### src/hdl/assert_macros.svh
// ----------------------------------------------------------------------------
// assert_macros.svh
// Shared concurrent assertion macros for the keyer RTL.
// ----------------------------------------------------------------------------
`ifndef ASSERT_MACROS_SVH
`define ASSERT_MACROS_SVH

// Check prop at every rising edge outside reset.
`define MLK_ASSERT(lbl, clk, rst, prop, msg) \
  lbl: assert property (@(posedge clk) disable iff (rst) (prop)) else $error(msg);

// Check that cond never holds outside reset.
`define MLK_NEVER(lbl, clk, rst, cond, msg) \
  lbl: assert property (@(posedge clk) disable iff (rst) !(cond)) else $error(msg);

`endif

### src/hdl/mlk_pkg.sv
// ----------------------------------------------------------------------------
// mlk_pkg
// Types, constants and the character pattern ROM of the Morse LED keyer.
// ----------------------------------------------------------------------------
package mlk_pkg;

  localparam int QUEUE_DEPTH = 32;
  localparam int QW          = $clog2(QUEUE_DEPTH);
  localparam int CNT_W       = $clog2(QUEUE_DEPTH + 1);
  localparam int BANK_DEPTH  = QUEUE_DEPTH / 2;
  localparam int BANK_AW     = QW - 1;

  localparam logic [15:0] PAT_DASH_MASK = 16'hC000;
  localparam logic [15:0] PAT_DOT_MASK  = 16'h8000;
  localparam logic [15:0] PAT_INVALID   = 16'hFFFF;
  localparam logic [15:0] PAT_BLANK     = 16'h0001;

  localparam logic [7:0] ASCII_SPACE   = 8'd32;
  localparam logic [7:0] ASCII_DIGIT_0 = 8'd48;
  localparam logic [7:0] ASCII_DIGIT_9 = 8'd57;
  localparam logic [7:0] ASCII_UPPER_A = 8'd65;
  localparam logic [7:0] ASCII_UPPER_Z = 8'd90;
  localparam logic [7:0] ASCII_LOWER_A = 8'd97;
  localparam logic [7:0] ASCII_LOWER_Z = 8'd122;
  localparam logic [7:0] UPPER_OFFSET  = 8'd55;
  localparam logic [7:0] LOWER_OFFSET  = 8'd87;

  localparam logic [3:0] DASH_HOLD_RESET = 4'd2;

  localparam logic ACTION_PUSH = 1'b0;
  localparam logic ACTION_TICK = 1'b1;

  localparam logic REG_DASH_HOLD = 1'b0;

  localparam int ROM_DEPTH = 36;
  localparam logic [15:0] MORSE_ROM [ROM_DEPTH] = '{
    16'hDB6C, 16'hB6D8, 16'hADB0, 16'hAB60, 16'hAAC0,
    16'hAA80, 16'hD540, 16'hDAA0, 16'hDB50, 16'hDB68,
    16'hB000, 16'hD500, 16'hD680, 16'hD400, 16'h8000,
    16'hAD00, 16'hDA00, 16'hAA00, 16'hA000, 16'hB6C0,
    16'hD600, 16'hB500, 16'hD800, 16'hD000, 16'hDB00,
    16'hB680, 16'hDAC0, 16'hB400, 16'hA800, 16'hC000,
    16'hAC00, 16'hAB00, 16'hB600, 16'hD580, 16'hD6C0,
    16'hDA80
  };

  typedef struct packed {
    logic       action;
    logic [7:0] character;
    logic       end_of_word;
  } mlk_cmd_t;

  typedef struct packed {
    logic       led_on;
    logic       char_dropped;
    logic [5:0] queue_count;
    logic       busy_res;
  } mlk_res_t;

  typedef struct packed {
    logic       push;
    logic       pop;
    logic [7:0] character;
    logic       end_of_word;
  } mlk_qctl_t;

  function automatic logic [15:0] char_pattern(input logic [7:0] c);
    logic [5:0]  idx;
    logic [15:0] pat;
    idx = '0;
    pat = PAT_INVALID;
    if (c >= ASCII_DIGIT_0 && c <= ASCII_DIGIT_9) begin
      idx = 6'(c - ASCII_DIGIT_0);
      pat = MORSE_ROM[idx];
    end else if (c >= ASCII_UPPER_A && c <= ASCII_UPPER_Z) begin
      idx = 6'(c - UPPER_OFFSET);
      pat = MORSE_ROM[idx];
    end else if (c >= ASCII_LOWER_A && c <= ASCII_LOWER_Z) begin
      idx = 6'(c - LOWER_OFFSET);
      pat = MORSE_ROM[idx];
    end else if (c == ASCII_SPACE) begin
      pat = PAT_BLANK;
    end
    return pat;
  endfunction

endpackage

### src/hdl/morse_led_keyer_core.sv
// ----------------------------------------------------------------------------
// morse_led_keyer_core
// Morse code LED keyer: queued ASCII characters sent as dots and dashes.
// ----------------------------------------------------------------------------
// Each command beat is either a push of one ASCII character (optionally
// followed by a word space) or one timing tick, and gives exactly one result
// beat. One beat is taken per clock while cmd_stall is low; each command
// passes through the input register, the single update stage and then the
// result register. The 32-slot queue is two interleaved RAM banks, so a
// character and its word space are written in the same cycle, and the head
// character is prefetched every cycle. The dash hold register sits at byte
// address 0 and should only be written while the keyer idles.
`include "assert_macros.svh"

module morse_led_keyer_core
  import mlk_pkg::*;
(
  input  logic        clk,
  input  logic        rst,
  input  logic        cmd_valid,
  output logic        cmd_stall,
  input  mlk_cmd_t    cmd,
  output logic        res_valid,
  input  logic        res_stall,
  output mlk_res_t    res,
  input  logic        psel,
  input  logic        penable,
  input  logic        pwrite,
  input  logic [2:0]  paddr,
  input  logic [31:0] pwdata,
  output logic [31:0] prdata,
  output logic        pready
);

  logic             s1_valid;
  mlk_cmd_t         s1;
  logic             advance;
  logic             accept;
  logic [3:0]       dash_hold;
  mlk_qctl_t        qctl;
  logic [CNT_W-1:0] fill;
  logic [CNT_W-1:0] fill_next;
  logic [7:0]       head_char;
  logic             dropped;
  logic             pop;
  logic             led_next;
  logic             busy_next;

  assign pready = 1'b1;
  assign prdata = (paddr[2] == REG_DASH_HOLD) ? {28'd0, dash_hold} : 32'd0;

  always_ff @(posedge clk) begin
    if (rst) begin
      dash_hold <= DASH_HOLD_RESET;
    end else if (psel && penable && pwrite && paddr[2] == REG_DASH_HOLD) begin
      dash_hold <= pwdata[3:0];
    end
  end

  assign advance   = s1_valid && (!res_valid || !res_stall);
  assign cmd_stall = s1_valid && !advance;
  assign accept    = cmd_valid && !cmd_stall;

  always_ff @(posedge clk) begin
    if (rst) begin
      s1_valid  <= 1'b0;
      res_valid <= 1'b0;
    end else begin
      if (accept) begin
        s1_valid <= 1'b1;
      end else if (advance) begin
        s1_valid <= 1'b0;
      end
      if (advance) begin
        res_valid <= 1'b1;
      end else if (!res_stall) begin
        res_valid <= 1'b0;
      end
    end
    if (accept) begin
      s1 <= cmd;
    end
    if (advance) begin
      res.led_on       <= led_next;
      res.char_dropped <= (s1.action == ACTION_PUSH) && dropped;
      res.queue_count  <= 6'(fill_next);
      res.busy_res     <= busy_next;
    end
  end

  always_comb begin
    qctl.push        = s1.action == ACTION_PUSH;
    qctl.pop         = pop;
    qctl.character   = s1.character;
    qctl.end_of_word = s1.end_of_word;
  end

  mlk_queue u_queue (
    .clk       (clk),
    .rst       (rst),
    .step      (advance),
    .ctl       (qctl),
    .fill      (fill),
    .fill_next (fill_next),
    .head_char (head_char),
    .dropped   (dropped)
  );

  mlk_keyer u_keyer (
    .clk            (clk),
    .rst            (rst),
    .step           (advance),
    .tick           (s1.action == ACTION_TICK),
    .dash_hold      (dash_hold),
    .queue_nonempty (fill != '0),
    .head_char      (head_char),
    .pop            (pop),
    .led_next       (led_next),
    .busy_next      (busy_next)
  );

  `MLK_ASSERT(a_advance_result, clk, rst, advance |=> res_valid, "processed beat left no result")
  `MLK_ASSERT(a_stall_pending, clk, rst, cmd_stall |-> s1_valid && res_valid, "stall without pending beats")

endmodule

### src/hdl/mlk_ram.sv
// ----------------------------------------------------------------------------
// mlk_ram
// Generic single write port RAM with one registered read port.
// ----------------------------------------------------------------------------
module mlk_ram #(
  parameter int WIDTH = 8,
  parameter int DEPTH = 16
) (
  input  logic                     clk,
  input  logic                     wr_en,
  input  logic [$clog2(DEPTH)-1:0] wr_addr,
  input  logic [WIDTH-1:0]         wr_data,
  input  logic [$clog2(DEPTH)-1:0] rd_addr,
  output logic [WIDTH-1:0]         rd_data
);

  logic [WIDTH-1:0] mem [DEPTH];

  always_ff @(posedge clk) begin
    if (wr_en) begin
      mem[wr_addr] <= wr_data;
    end
    rd_data <= mem[rd_addr];
  end

endmodule

### src/hdl/mlk_queue.sv
// ----------------------------------------------------------------------------
// mlk_queue
// Character queue: two interleaved RAM banks so a push and its word space
// land in one cycle, with the head character prefetched every cycle.
// ----------------------------------------------------------------------------
`include "assert_macros.svh"

module mlk_queue
  import mlk_pkg::*;
(
  input  logic             clk,
  input  logic             rst,
  input  logic             step,
  input  mlk_qctl_t        ctl,
  output logic [CNT_W-1:0] fill,
  output logic [CNT_W-1:0] fill_next,
  output logic [7:0]       head_char,
  output logic             dropped
);

  logic [QW-1:0]      head;
  logic [QW-1:0]      head_next;
  logic [QW-1:0]      tail;
  logic [QW-1:0]      tail1;
  logic               room;
  logic               take;
  logic [1:0]         bank_wr_en;
  logic [BANK_AW-1:0] bank_wr_addr [2];
  logic [7:0]         bank_wr_data [2];
  logic [7:0]         bank_rd_data [2];
  logic [7:0]         bank_q       [2];
  logic [1:0]         byp_valid;
  logic [7:0]         byp_data     [2];

  assign room    = fill <= CNT_W'(QUEUE_DEPTH - 2);
  assign take    = step && ctl.push && room;
  assign dropped = ctl.push && !room;
  assign tail    = head + fill[QW-1:0];
  assign tail1   = tail + QW'(1);

  always_comb begin
    fill_next = fill;
    head_next = head;
    if (take) begin
      fill_next = fill + CNT_W'(1) + CNT_W'(ctl.end_of_word);
    end else if (step && ctl.pop) begin
      fill_next = fill - CNT_W'(1);
      head_next = head + QW'(1);
    end
  end

  for (genvar b = 0; b < 2; b++) begin : g_bank
    always_comb begin
      bank_wr_en[b] = take && ((tail[0] == 1'(b)) || (ctl.end_of_word && tail1[0] == 1'(b)));
      if (tail[0] == 1'(b)) begin
        bank_wr_addr[b] = tail[QW-1:1];
        bank_wr_data[b] = ctl.character;
      end else begin
        bank_wr_addr[b] = tail1[QW-1:1];
        bank_wr_data[b] = ASCII_SPACE;
      end
    end

    mlk_ram #(
      .WIDTH (8),
      .DEPTH (BANK_DEPTH)
    ) u_ram (
      .clk     (clk),
      .wr_en   (bank_wr_en[b]),
      .wr_addr (bank_wr_addr[b]),
      .wr_data (bank_wr_data[b]),
      .rd_addr (head_next[QW-1:1]),
      .rd_data (bank_rd_data[b])
    );

    always_ff @(posedge clk) begin
      if (rst) begin
        byp_valid[b] <= 1'b0;
      end else begin
        byp_valid[b] <= bank_wr_en[b] && (bank_wr_addr[b] == head_next[QW-1:1]);
      end
      byp_data[b] <= bank_wr_data[b];
    end

    assign bank_q[b] = byp_valid[b] ? byp_data[b] : bank_rd_data[b];
  end

  assign head_char = bank_q[head[0]];

  always_ff @(posedge clk) begin
    if (rst) begin
      head <= '0;
      fill <= '0;
    end else begin
      head <= head_next;
      fill <= fill_next;
    end
  end

  `MLK_NEVER(a_fill_bound, clk, rst, fill > CNT_W'(QUEUE_DEPTH), "queue fill beyond depth")
  `MLK_ASSERT(a_drop_holds, clk, rst, step && dropped |=> $stable(fill) && $stable(head), "dropped push changed the queue")

endmodule

### src/hdl/mlk_keyer.sv
// ----------------------------------------------------------------------------
// mlk_keyer
// Keyer state machine: fetch a pattern, shift out dots and dashes, drive LED.
// ----------------------------------------------------------------------------
`include "assert_macros.svh"

module mlk_keyer
  import mlk_pkg::*;
(
  input  logic       clk,
  input  logic       rst,
  input  logic       step,
  input  logic       tick,
  input  logic [3:0] dash_hold,
  input  logic       queue_nonempty,
  input  logic [7:0] head_char,
  output logic       pop,
  output logic       led_next,
  output logic       busy_next
);

  typedef enum logic [1:0] {
    IDLE = 2'd0,
    PROC = 2'd1,
    DASH = 2'd2,
    DOT  = 2'd3
  } state_t;

  state_t      state;
  state_t      state_next;
  logic [15:0] pattern;
  logic [15:0] pattern_next;
  logic [15:0] fetched;
  logic [3:0]  hold;
  logic [3:0]  hold_next;
  logic        led;

  assign fetched = char_pattern(head_char);

  always_comb begin
    state_next   = state;
    pattern_next = pattern;
    hold_next    = hold;
    led_next     = led;
    pop          = 1'b0;
    if (tick) begin
      unique case (state)
        IDLE: begin
          if (queue_nonempty) begin
            pop          = 1'b1;
            pattern_next = fetched;
            if (fetched != PAT_INVALID) begin
              state_next = PROC;
            end
          end
        end
        PROC: begin
          if ((pattern & PAT_DASH_MASK) == PAT_DASH_MASK) begin
            pattern_next = pattern << 3;
            hold_next    = dash_hold;
            state_next   = DASH;
            led_next     = 1'b1;
          end else if ((pattern & PAT_DOT_MASK) == PAT_DOT_MASK) begin
            pattern_next = pattern << 2;
            state_next   = DOT;
            led_next     = 1'b1;
          end else begin
            state_next = IDLE;
          end
        end
        DASH: begin
          if (hold != 4'd0) begin
            hold_next = hold - 4'd1;
          end else begin
            state_next = PROC;
            led_next   = 1'b0;
          end
        end
        DOT: begin
          state_next = PROC;
          led_next   = 1'b0;
        end
        default: begin
          state_next = IDLE;
        end
      endcase
    end
  end

  assign busy_next = state_next != IDLE;

  always_ff @(posedge clk) begin
    if (rst) begin
      state   <= IDLE;
      pattern <= '0;
      hold    <= '0;
      led     <= 1'b0;
    end else if (step) begin
      state   <= state_next;
      pattern <= pattern_next;
      hold    <= hold_next;
      led     <= led_next;
    end
  end

  `MLK_ASSERT(a_led_state, clk, rst, led |-> (state == DASH || state == DOT), "LED lit outside an element")
  `MLK_ASSERT(a_pop_idle, clk, rst, pop |-> (state == IDLE && tick), "dequeue outside idle tick")

endmodule
### config.mk
export PLATFORM = sky130hd
export DESIGN_NAME = morse_led_keyer_core
export DESIGN_NICKNAME = d
export VERILOG_FILES = /design/src/hdl/mlk_pkg.sv /design/src/hdl/morse_led_keyer_core.sv /design/src/hdl/mlk_ram.sv /design/src/hdl/mlk_queue.sv /design/src/hdl/mlk_keyer.sv
export VERILOG_INCLUDE_DIRS = /design/src /design/src/hdl
export SDC_FILE = /design/constraint.sdc
export NUM_CORES = 1
export LEC_CHECK = 0
export BUFFER_PORTS_ARGS = -buffer_cell sky130_fd_sc_hd__buf_4
export CAP_MARGIN = 20
export CORE_MARGIN = 4
export CORE_UTILIZATION = 40
export DETAILED_ROUTE_END_ITERATION = 8
export GPL_TIMING_DRIVEN = 1
export HOLD_SLACK_MARGIN = 0.03
export PLACE_DENSITY = 0.62
export SETUP_SLACK_MARGIN = 0.1
export SLEW_MARGIN = 0
export SYNTH_ARGS = -nofsm -noshare
export SYNTH_HDL_FRONTEND = slang
export SYNTH_SLANG_ARGS = --single-unit
### constraint.sdc
create_clock -name clk -period 4.36 [get_ports clk]
set_input_delay 0.436 -clock clk [delete_from_list [all_inputs] [get_ports clk]]
set_output_delay 0.436 -clock clk [all_outputs]
set_load 0.05 [all_outputs]
; Word-level counts from Yosys, hierarchy flattened
; Memory sizes are Yosys's and may differ from the RTL's. A register that Yosys moved wholly into a read port is not among the register bits.
; Index checks and enable logic that the tools add are counted.
[totals]
elab_cells = 162
latchBits = 0
ram_bits = 272
inputBits = 52
memories = 6
regBits = 61
romBits = 3072
[mem_list]
columns = name, depth, word_bits, rd, rd_clocked_by_memory_dff, write_ports, line
row1 = (name not given), 64, 16, 1, 0, 0, mlk_pkg.sv:77  ; pat = MORSE_ROM[idx];
row2 = (name not given), 64, 16, 1, 0, 0, mlk_pkg.sv:74  ; pat = MORSE_ROM[idx];
row3 = (name not given), 64, 16, 1, 0, 0, mlk_pkg.sv:80  ; pat = MORSE_ROM[idx];
row4 = u_queue.g_bank[0].u_ram.mem, 16, 8, 1, 1, 1, mlk_ram.sv:17  ; logic [WIDTH-1:0] mem [DEPTH];
row5 = u_queue.g_bank[1].u_ram.mem, 16, 8, 1, 1, 1, mlk_ram.sv:17
row6 = u_queue.byp_data, 2, 8, 2, 0, 2, mlk_queue.sv:33  ; logic [7:0] byp_data [2];
[classes]
bitwise = 9
add_sub_neg = 10
n_eq_ne = 13
mux = 54
magnitude_cmp = 11
n_div = 0
n_reduce_logical = 39
n_mul = 0
shift = 0
[op_table]
columns = cell, count
row1 = $mux W16, 13
row2 = $mux W8, 7
row3 = $pmux W16 S2, 1
row4 = $ge A7 B7 Y1 const B, 3
row5 = $not A6 Y7, 3
row6 = $logic_and A1 B1 Y1, 20
row7 = $mux W4, 5
row8 = $ge A8 B7 Y1 const B, 2
row9 = $le A8 B7 Y1 const B, 2
row10 = $ne A16 B16 Y1 const B, 1
row11 = $mux W1, 15
row12 = $mux W2, 6
row13 = $mux W6, 2
row14 = $sub A6 B6 Y6 const B, 2
row15 = $add A5 B1 Y5 const B, 2
row16 = $mux W5, 2
row17 = $reduce_and A5 Y1, 2
row18 = $eq A4 B4 Y1, 2
row19 = $eq A8 B6 Y1 const B, 1
row20 = $ge A8 B6 Y1 const B, 1
row21 = $le A8 B6 Y1 const B, 1
row22 = $ne A2 B1 Y1 const B, 4
row23 = $pmux W2 S4, 1
row24 = $pmux W4 S2, 1
row25 = other kinds (22), 37

; Depth between registers and ports, before layout
; Gate-level depths: netlist of the first run.
; An unclocked memory read counts as a cell.
[depth]
word_depth = 19
mapped_depth = 17
depth_no_buf = 12

; By module
; Synthesis of the first run repeated with hierarchy kept, for this count alone.
[unflattened]
cells_unflattened = 1275
area_unflattened_um2 = 16831.1
[by_module_without_submodules]
columns = module, cells_per_inst, area_each_um2, seq_area_each_um2, instances
row1 = mlk_ram, 229, 5147.4, 4003.8, 2
row2 = mlk_keyer, 537, 3587.2, 460.4, 1
row3 = mlk_queue, 192, 1826.8, 580.6, 1
row4 = morse_led_keyer_core, 88, 1122.3, 690.7, 1

; Worst setup path before layout of the first run
; Ideal clock, no wire load.
[synth_timing]
path_type = register -> register
startpoint = reg u_queue.head[0]
endpoint = reg u_keyer.pattern[9]
n_path_buf = 3
synth_period_minus_slack_ns = 3.943
arrival_time_ns = 3.824
path_slack_ns = 0.417
path_stages_with_launch = 15
required_time_ns = 4.241
cell_sequence = dfxtp_1 clkbuf_1 buf_2 mux2_2 inv_1 ha_1 nand3_1 and3b_1 o21ai_0 and2_1 clkbuf_2 mux4_2 o211ai_2 o2111ai_1 o221a_1
[synth_between]
elab_chain_cells = 14
[synth_rtl]
columns = element, line
row1 = "start, declared", mlk_queue.sv:21  ; logic [QW-1:0] head;
row2 = "start signal, assigned", mlk_queue.sv:95  ; head <= head_next;
row3 = $not A1 Y2 (implied by the code) *, mlk_queue.sv:88  ; assign head_char = bank_q[head[0]];
row4 = $mux W8 (implied by the code) * (3 in series), mlk_queue.sv:88
row5 = $sub A6 B5 Y6, mlk_pkg.sv:79  ; idx = 6'(c - LOWER_OFFSET);
row6 = $not A6 Y7 (implied by the code), mlk_pkg.sv:80
row7 = $mem_v2 Z64 W16, -
row8 = $mux W16 (implied by the code) (2 in series), mlk_pkg.sv:80
row9 = $mux W16, mlk_pkg.sv:78  ; end else if (c >= ASCII_LOWER_A && c <= ASCII_LOWER_Z) begin
row10 = $mux W16, mlk_pkg.sv:75  ; end else if (c >= ASCII_UPPER_A && c <= ASCII_UPPER_Z) begin
row11 = $mux W16 *, mlk_pkg.sv:72  ; if (c >= ASCII_DIGIT_0 && c <= ASCII_DIGIT_9) begin
row12 = $mux W16 *, mlk_keyer.sv:49  ; if (queue_nonempty) begin
row13 = $pmux W16 S2 *, mlk_keyer.sv:47  ; unique case (state)
row14 = "end signal, assigned", mlk_keyer.sv:100  ; pattern <= pattern_next;
row15 = "end, declared", mlk_keyer.sv:31  ; logic [15:0] pattern;
; Every way passes the cells marked *; elsewhere a longest branch is shown, timed or not. The select of a mux whose other input is x is not followed.
; A chain may end at the register's enable or synchronous reset.

; Final worst setup path of the first run
[layout_timing]
startpoint = reg u_queue.head[0]
endpoint = mem u_queue.g_bank[0].u_ram.mem[4][4] (enable)
[layout_between]
elab_chain_cells = 8
[layout_rtl]
columns = element, line
row1 = $add A5 B5 Y5 *, mlk_queue.sv:38  ; assign tail = head + fill[QW-1:0];
row2 = $add A5 B1 Y5, mlk_queue.sv:39  ; assign tail1 = tail + QW'(1);
row3 = $not A1 Y1, mlk_queue.sv:54  ; bank_wr_en[b] = take && ((tail[0] == 1'(b)) || (ctl.end_of_word && tail1[0] == 1'(b)));
row4 = $logic_and A1 B1 Y1, mlk_queue.sv:54
row5 = $logic_or A1 B1 Y1, mlk_queue.sv:54
row6 = $logic_and A1 B1 Y1, mlk_queue.sv:54
row7 = $mux W1, mlk_ram.sv:20  ; if (wr_en) begin
row8 = $mux W1 (implied by the code), mlk_ram.sv:21  ; mem[wr_addr] <= wr_data;
row9 = "end, declared", mlk_ram.sv:17
; Every way passes the cells marked *; elsewhere a longest branch is shown, timed or not.

==> results of run 1 <==
registers in the layout, summed over array words and instances, names as in the netlist, 2 cells and up:
name and count:
u_queue.g_bank.u_ram.rd_data 16, u_queue.byp_valid 2, u_keyer.pattern 16, u_queue.byp_data 16
dash_hold 4, res 9, u_keyer.state 2, qctl 9
u_queue.fill 6, u_keyer.hold 4, u_queue.head 5, u_queue.g_bank.u_ram.mem 256
metal layers:
metal	part of all wire (%)	track usage, %
met3	5.3	2.48
met5	0	0
met4	2.6	5.75
met1	45	25.4
met2	47	28.4
stage by stage:
stage | power, mW | std cells | util [%] | hold slack [ps]
2_1_floorplan | 4.36 | 1316 | - | 440
3_3_place_gp | 4.60 | 1846 | 43.2 | 462
3_5_place_dp | 4.60 | 1846 | 43.2 | 472
4_1_cts | 7.78 | 1914 | 46.1 | 36.2
5_1_grt | 8.02 | 1918 | 46.2 | 51.7
6_report | 7.72 | 1918 | 46.2 | 70.4
logic make-up after synthesis:
logic type,count (synthesis)
AO/OA/AOI/OAI,273
XOR/XNOR,31
adder cells (fa/ha/maj),37
buffers and inverters,132
flip-flops,349
multiplexers,109
other,2
AND/OR/NAND/NOR,356
layout make-up:
type,instances,area share (%)
Sequential cell,349,51.4
Multi-Input combinational cell,835,33.9
Clock buffer,49,5.29
Timing Repair Buffer,101,4.13
Tap cell,532,3.51
Clock inverter,19,1.16
Inverter,33,0.653
synthesized netlist by cell type (25+ instances only):
library cell    n  share of area (%)
mux2i_1        34                2.0
o21ai_0        43                1.3
dfxtp_1        74                8.9
inv_1          32               0.72
nor2_1        123                2.8
a21oi_1        65                1.9
edfxtp_1      275                 49
ha_1           36                2.7
mux4_2         65                8.8
nor3_1         25               0.75
nand2_1        79                1.8
buf_4          32                1.4
a22oi_1        35                1.6
clkbuf_1       41               0.92
worst max-delay path: stages, from the launching register on:
cell	delay [ps]
dfxtp_1	420
ha_1	270
fa_1	670
ha_1	390
nand2_1	180
nor2_1	260
a21oi_1	110
o22ai_1	160
a21oi_1	170
nor2_1	820
layout by cell type (no fill, tap or decap), drive strengths merged, types with 36 or more instances in the layout:
cell	netlist	layout
edfxtp	275	275
nor2	124	124
buf	57	101
nand2	80	80
dfxtp	74	74
a21oi	65	65
mux4	65	65
clkbuf	42	49
o21ai	47	47
ha	36	36
worst paths after layout:
kind                        start                                 to  slack [ps]
hold / removal             cmd[6]                            qctl[6]          70
hold reg to reg      dash_hold[1]                       dash_hold[1]         480
setup reg to reg  u_queue.head[0]  u_queue.g_bank[0].u_ram.mem[4][4]         520
setup / recovery  u_queue.head[0]  u_queue.g_bank[0].u_ram.mem[4][4]         520
power breakdown:
part	internal, mW	switching [mW]
Combinational	0.273	0.571
Clock	1.87	1.29
Sequential	3.67	0.0403
Total	5.81	1.90
==> results_dict.tcl, run 1 <==
set metrics [dict create \
    status "completed" \
    cp-end-kind "register" \
    grt_pass1_vias 10600 \
    holdCritPathClass "in -> reg" \
    rsz0062_at_grt "no" \
    die_x_um 212 \
    arrival_ps 4000 \
    multi_input_comb_area_um2 6420 \
    cts_root_buf "clkbuf_16" \
    post_cts_resized 0 \
    register_area_um2 9740 \
    pre_cts_ws_ps 548 \
    synthFlopType "edfxtp_1" \
    areaGrowthSynthToFinish_pct 13.5 \
    synth.avg_cell_area_um2 13.0 \
    clkTransAtPathRegs_ps 60 \
    postCtsSetupRepairBufs 0 \
    min_path_cells 1 \
    layout-drive-gt1-share_pct 17.7 \
    synth_top_family_by_area "multiplexers" \
    slew_headroom_pct 34.7 \
    final.setup.tns_ps 0 \
    yosys.area_share.simple_pct 10.3 \
    dp_hpwl_um 26800 \
    fill_cells 3596 \
    async_flop_share_pct 0 \
    placed_area_um2 17700 \
    fp.coreArea_um2 41000 \
    netlist_area_um2 16700 \
    viasPerCell 5.64 \
    ys_types 89 \
    tightest_slew_ps 977 \
    finalCriticalPeriod_ps 3840 \
    grtUsageTotal_pct 17.8 \
    cts_hold_buffers 0 \
    worstPathRequired_ps 4520 \
    initial_utilization_pct 40.7 \
    overflow 0 \
    vias 10800 \
    first_pass_iters 5 \
    grt_pass1_wl_um 62500 \
    synth_seq_cells 349 \
    die-area_um2 45100 \
    max_freq_ghz 0.260 \
    period_share_pct 88.1 \
    drv_cap 0 \
    first_iter_violations 1076 \
    clock_skew_ps 37.0 \
    ios 96 \
    port_buffers 36 \
    synth_compound_gate_area_share_pct 11.3 \
    antenna_found_initial 0 \
    power_density_nw_per_um2 407 \
    cts_sinks 349 \
    yosys.area_share.adder_pct 2.82 \
    wl_um 40000 \
    cts_tree "done" \
    muxShareOfSynthArea_pct 11.5 \
    htreeDepth 2 \
    wire_per_inst_um 20.9 \
    ant_nets 0 \
    design_area_um2 19000 \
    final_nets 1447 \
    synth-warning-count 0 \
    drc 0 \
    peakVddDrop_mv 0.301 \
    setup_violations 0 \
    synth_edf_count 275 \
    gp_congestion 0.908 \
    crit_fanout 11 \
    synthXorXnorAreaFrac_pct 1.72 \
    netlist_instances 1289 \
    cts_made_buffers 38 \
    critPathKind "reg -> reg" \
    cp-start-kind "register" \
    clock_path_buffers 3 \
    final.setup.worst_slack_ps 520 \
    clkLatencyLatePin_ps 560 \
    grt_max_degree 67 \
    rows 74 \
    n_antenna_cell 0 \
    finalHoldViolations 0 \
    slew_violations 0 \
    ys_seq_area_share_pct 58.3 \
    p_leak_nw 6.61 \
    r2r_cells 9 \
    fp.dieH_um 212 \
]
No activity file was read; power rests on OpenSTA's default activity.
==> inputs of run 2 (changes only) <==
==> constraint.sdc (replaced) <==
create_clock -name clk -period 3.65 [get_ports clk]
set_input_delay 0.73 -clock clk [delete_from_list [all_inputs] [get_ports clk]]
set_output_delay 0.73 -clock clk [all_outputs]
set_load 0.05 [all_outputs]
==> run 2 against run 1 <==
Fmax is 12% higher; sequential share of layout area decreased by 0.92 points; register-to-register slack got worse by 300 ps; clock power is 13% higher; sequential power is 19% higher; final cell count increased by 2.1%; via count increased by 2.5%; critical endpoint is now u_keyer.pattern[14]; highest routed layer unchanged.
==> results_dict.tcl, run 2 (synthesis results as in run 1) <==
set metrics [dict create \
    clock_skew_ps 21.9 \
    clkLatencyLatePin_ps 550 \
    peakVddDrop_mv 0.424 \
    crit_fanout 12 \
    htreeDepth 2 \
    layout_commonest_cell "edfxtp_1" \
    rrSetupSlack_ps 220 \
    cts_root_buf "clkbuf_16" \
    min_path_cells 1 \
    die-area_um2 45100 \
    final_cell_mix "edfxtp_1, buf_4, nor2_1" \
    viasPerCell 5.66 \
    grt_pass1_vias 10900 \
    cts_hold_buffers 0 \
    tightest_slew_ps 891 \
    ant_nets 0 \
    finalNonFillerCells 1959 \
    power_density_nw_per_um2 469 \
    slew_headroom_pct 40.4 \
    final.setup.worst_slack_ps 218 \
    clock_path_buffers 3 \
    cp-end-kind "register" \
    reg2reg_from "u_queue.byp_valid[1]" \
    fp.coreArea_um2 41000 \
    fp.dieH_um 212 \
    place_inst 1885 \
    first_pass_iters 5 \
    vias 11100 \
    rsz0062_at_grt "yes" \
    grt_pass1_wl_um 64000 \
    overflow 0 \
    critPathKind "reg -> reg" \
    gp_congestion 0.927 \
    clkTransAtPathRegs_ps 60 \
    cts_made_buffers 38 \
    post-route-util_pct 47.1 \
    arrival_ps 3900 \
    ios 96 \
    drv_cap 0 \
    first_iter_violations 1057 \
    cts_sinks 349 \
    final.setup.tns_ps 0 \
    antenna_found_initial 1 \
    initial_utilization_pct 40.7 \
    dp_hpwl_um 28300 \
    status "completed" \
    min-delay-start "cmd[4]" \
    die_x_um 212 \
    setup_violations 0 \
    max_freq_ghz 0.291 \
    grt_max_degree 45 \
    pre_cts_ws_ps 143 \
    layout-drive-gt1-share_pct 20.9 \
    period_share_pct 94.0 \
    final_nets 1489 \
    areaGrowthSynthToFinish_pct 15.6 \
    cts_tree "done" \
    worstPathRequired_ps 4110 \
    finalCriticalPeriod_ps 3430 \
    n_antenna_cell 0 \
    drc 0 \
    wire_per_inst_um 21.2 \
    holdCritPathClass "in -> reg" \
    rows 74 \
    reg2reg_to "u_keyer.pattern[14]" \
    grtUsageTotal_pct 18.3 \
    largest_reg_flops 256 \
    finalHoldViolations 0 \
    holdPathEnd "qctl[4]" \
    cp-start-kind "register" \
    port_buffers 36 \
    r2r_cells 13 \
    wl_um 41500 \
    p_leak_nw 6.82 \
    top_register "u_queue.g_bank.u_ram.mem" \
    slew_violations 0 \
]
## run 2: cell count changes in the layout (fill, tap and decap cells not counted), sizes merged
| cell | change |
|---|---|
| clkinv | +5 |
| clkinvlp | -1 |
| bufinv | -3 |
| clkbuf | -4 |
| inv | +3 |
| buf | +41 |
## run 2: final cells by class
type                            count  area (um^2)
Fill cell                        3625        21700
Sequential cell                   349         9740
Multi-Input combinational cell    835         6470
Timing Repair Buffer              143         1150
Clock buffer                       44          977
Tap cell                          532          666
Clock inverter                     23          171
Inverter                           33          128
## run 2: per-stage QoR
step	area (um^2)	hold WS, ps	total power, mW
3_3_place_gp	18000	464	5.52
6_report	19300	348	9.05
4_1_cts	19200	315	9.11
5_1_grt	19300	321	9.40
3_5_place_dp	18000	470	5.53
2_1_floorplan	16800	440	5.21
## run 2: worst max-delay path, cell delays in order, from the launching register on
cell	delay [ps]
dfxtp_2	430
mux2i_1	340
mux2_2	240
inv_1	60
ha_2	220
a21oi_1	200
and3b_1	220
o21ai_2	210
and2_1	210
buf_4	220
mux2i_1	280
a32oi_1	160
a311o_1	420
a2bb2oi_1	130
## run 2: routing by layer
layer	vias to the layer above	wire length, um	track usage [%]
met4	0	1160	5.73
met1	5479	18100	25.7
met2	394	19900	29.8
met3	78	2380	2.66
met5	-	0	0
li1	5145	-	-
## run 2: worst max path at each step
stage | cells after the start | endpoint | slack (ps) | start
5_1_grt | 12 | u_keyer.pattern[9] | 50 | u_queue.byp_valid[1]
2_1_floorplan | 14 | u_keyer.pattern[9] | 110 | u_queue.head[0]
6_report | 13 | u_keyer.pattern[14] | 220 | u_queue.byp_valid[1]
3_5_place_dp | 10 | u_queue.g_bank[1].u_ram.rd_data[0] | 140 | res_stall
4_1_cts | 13 | u_keyer.pattern[14] | 170 | u_queue.byp_valid[1]
3_3_place_gp | 11 | u_queue.g_bank[0].u_ram.rd_data[0] | 160 | res_stall
## run 2: power by group
part | switching (mW) | total (mW) | internal (mW) | leakage, nW
Clock | 1.56 | 3.57 | 2.01 | 0.566
Combinational | 0.700 | 1.06 | 0.358 | 3.12
Sequential | 0.0471 | 4.43 | 4.38 | 3.14
## run 2: what timing repair did
| item | in CTS | in global routing |
|---|---|---|
| setup endpoints to repair | 0 | 27 |
| resized for setup | 0 | 10 |
| setup buffers | 0 | 2 |
==> inputs of run 3 (changes only) <==
--- a/config.mk
+++ b/config.mk
@@ -6,6 +6,7 @@
 export SDC_FILE = /design/constraint.sdc
 export NUM_CORES = 1
 export LEC_CHECK = 0
+export ABC_AREA = 1
 export BUFFER_PORTS_ARGS = -buffer_cell sky130_fd_sc_hd__buf_4
 export CAP_MARGIN = 20
 export CORE_MARGIN = 4
==> run 3 against run 2 <==
Die area is 0.98% higher; routed wire length grew 5.1%; sequential share of layout area up 0.67 points; clock power increased by 6.4%; global-route usage grew 0.61 points; non-clock buffer count fell by 37; clock-buffer cell count grew 7; area after synthesis is 1.0% higher; clock skew down 12 ps; combinational power up 44%; via count increased by 15%; core utilization down 0.94 points; critical endpoint is now u_keyer.pattern[12]; largest power group unchanged.
==> results_dict.tcl, run 3 <==
set metrics [dict create \
    status "completed" \
    synth-warning-count 0 \
    cts_root_buf "clkbuf_16" \
    clkLatencyLatePin_ps 520 \
    htreeDepth 2 \
    multi_input_comb_area_um2 6060 \
    synth.avg_cell_area_um2 9.61 \
    slew_headroom_pct 40.1 \
    synth_top_area_cell "edfxtp_1" \
    grt_max_degree 96 \
    cpPeakStageDelay_ps 580 \
    critPathKind "reg -> reg" \
    synth_top_area_share_pct 48.9 \
    cp-start-kind "register" \
    dp_hpwl_um 28700 \
    cts_made_buffers 37 \
    viasPerCell 5.39 \
    peakVddDrop_mv 0.417 \
    drc 0 \
    fp.coreArea_um2 41300 \
    max_freq_ghz 0.313 \
    finalCriticalPeriod_ps 3190 \
    synth_commonest_cells "nand2_1, edfxtp_1, nor2_1, o21ai_0, inv_1" \
    p_leak_nw 7.25 \
    die-area_um2 45500 \
    final_cell_mix "nand2_1, edfxtp_1, nor2_1" \
    clkTransAtPathRegs_ps 60 \
    wire_per_inst_um 18.4 \
    setup_violations 0 \
    areaGrowthSynthToFinish_pct 12.9 \
    cts_tree "done" \
    clock_skew_ps 10.2 \
    ys_top_cells_by_area "edfxtp_1, dfxtp_1, nand2_1" \
    cts_hold_buffers 0 \
    rows 74 \
    cpMostUsedCell "nand3_1" \
    register_area_um2 9740 \
    finalHoldViolations 0 \
    top_register "u_queue.g_bank.u_ram.mem" \
    ys_seq_area_share_pct 57.7 \
    rsz0062_at_grt "no" \
    grtUsageTotal_pct 18.9 \
    r2r_cells 17 \
    grt_pass1_wl_um 68000 \
    arrival_ps 3580 \
    wl_um 43600 \
    ant_nets 0 \
    die_x_um 213 \
    synth_seq_cells 349 \
    cp-end-kind "register" \
    antenna_found_initial 1 \
    cts_sinks 349 \
    grt_pass1_vias 12400 \
    min_path_cells 1 \
    synth_edf_count 275 \
    fill_cells 3879 \
    tightest_slew_ps 896 \
    synthFlopType "edfxtp_1" \
    layout-drive-gt1-share_pct 11.3 \
    synth_most_common_cell "nand2_1" \
    period_share_pct 87.4 \
    drv_cap 0 \
    final.setup.tns_ps 0 \
    cp_cell_sequence "inv_6 -> nand2_1 -> nand3_1 -> nand2_2 -> inv_2 -> ha_1 -> ha_1 -> buf_4 -> nand2_1 -> o21ai_1 -> o211ai_1 -> o21ai_1 -> nand3_1 -> nand3_1 -> nand3_1 -> nand2_1 -> a21oi_1" \
    worstPathRequired_ps 4040 \
    gp_congestion 0.883 \
    netlist_instances 1756 \
    overflow 0 \
    async_flop_share_pct 0 \
    largest_reg_flops 256 \
    slew_violations 0 \
    min-delay-start "cmd[6]" \
    first_iter_violations 1237 \
    final_nets 1906 \
    crit_slowest_cell "dfxtp_1" \
    power_density_nw_per_um2 512 \
    first_pass_iters 9 \
    layout_commonest_cell "nand2_1" \
    postCtsSetupRepairBufs 0 \
    holdCritPathClass "in -> reg" \
    startpoint "u_queue.byp_valid[1]" \
    fin_total_pwr_mw 9.75 \
    port_buffers 36 \
    vias 12800 \
    ios 96 \
    initial_utilization_pct 40.9 \
    reg2reg_from "u_queue.byp_valid[1]" \
    clock_path_buffers 3 \
    netlist_area_um2 16900 \
    ys_types 56 \
    crit_fanout 13 \
    fp.dieH_um 213 \
]
## run 3: cell count changes after synthesis, sizes merged, moves of 17 or more
cell / change
inv: +89
mux2i: -35
nor2: +136
mux4: -65
o221ai: +31
o21ai: +155
a22oi: -33
xnor2: -19
nor2b: -23
buf: +21
nand3: +86
nor3: -17
nand2: +252
## run 3: worst paths after layout
| check | end | slack, ps |
|---|---|---|
| min reg2reg | u_keyer.pattern[13] | 470 |
| max | u_keyer.pattern[12] | 460 |
| min | qctl[6] | 380 |
| max reg2reg | u_keyer.pattern[12] | 460 |
## run 3: cells by family (layout without fill, tap and decap cells)
| logic type | Yosys count | count (layout) | share of synthesized area (%) |
|---|---|---|---|
| other cells | 2 | 30 | 0.0445 |
| compound gates | 392 | 392 | 13.6 |
| xor+xnor | 16 | 16 | 0.986 |
| buf+inv | 236 | 296 | 7.01 |
| fa+ha+maj | 37 | 37 | 2.79 |
| simple gates | 724 | 724 | 17.9 |
| flops | 349 | 349 | 57.7 |
## run 3: where the power goes
| group | switching (mW) | internal [mW] | total (mW) |
|---|---|---|---|
| registers | 0.0381 | 4.38 | 4.42 |
| clock network | 1.50 | 2.30 | 3.80 |
| logic | 1.10 | 0.433 | 1.53 |
| total | 2.64 | 7.11 | 9.75 |
## run 3: routing by layer
layer  up-vias  wire length, um  GRT usage [%]
met1      6150            19000           26.4
met4         0              974           5.30
met3        75             2520           2.37
met5         -                0              0
li1       6162                -              -
met2       427            21100           31.5
## run 3: per-stage QoR
| stage | worst slack, ps | hold WS [ps] | utilization, % | area, um^2 | instances |
|---|---|---|---|---|---|
| global placement | 427 | 463 | 43.2 | 17800 | 2310 |
| finish | 460 | 382 | 46.1 | 19100 | 2376 |
| CTS | 313 | 363 | 46.1 | 19000 | 2375 |
| floorplan | 726 | 445 | - | 17000 | 1783 |
| global route | 169 | 363 | 46.1 | 19100 | 2376 |
| detailed placement | 372 | 460 | 43.2 | 17800 | 2310 |
## run 3: cell type report
class                      instances  share of cell area [%]
timing repair buffer             106                    4.57
clock inverter                    14                   0.933
antenna                            1                  0.0131
inverter                         125                    2.52
clock buffer                      51                    5.51
sequential                       349                    51.1
tap                              532                    3.49
multi-input combinational       1198                    31.8
## run 3: critical path: cells and delay by family, from the launching register on
kind,cells,cell delay [ps]
AOI/OAI and AO/OA,4,460
adders and majority gates,2,810
buffers and inverters,3,360
DFF,1,580
and+or+nand+nor,8,850
## run 3: repair_timing
item	in CTS	in global routing
setup endpoints to repair	0	29
hold endpoints to repair	0	0
resized for setup	0	1
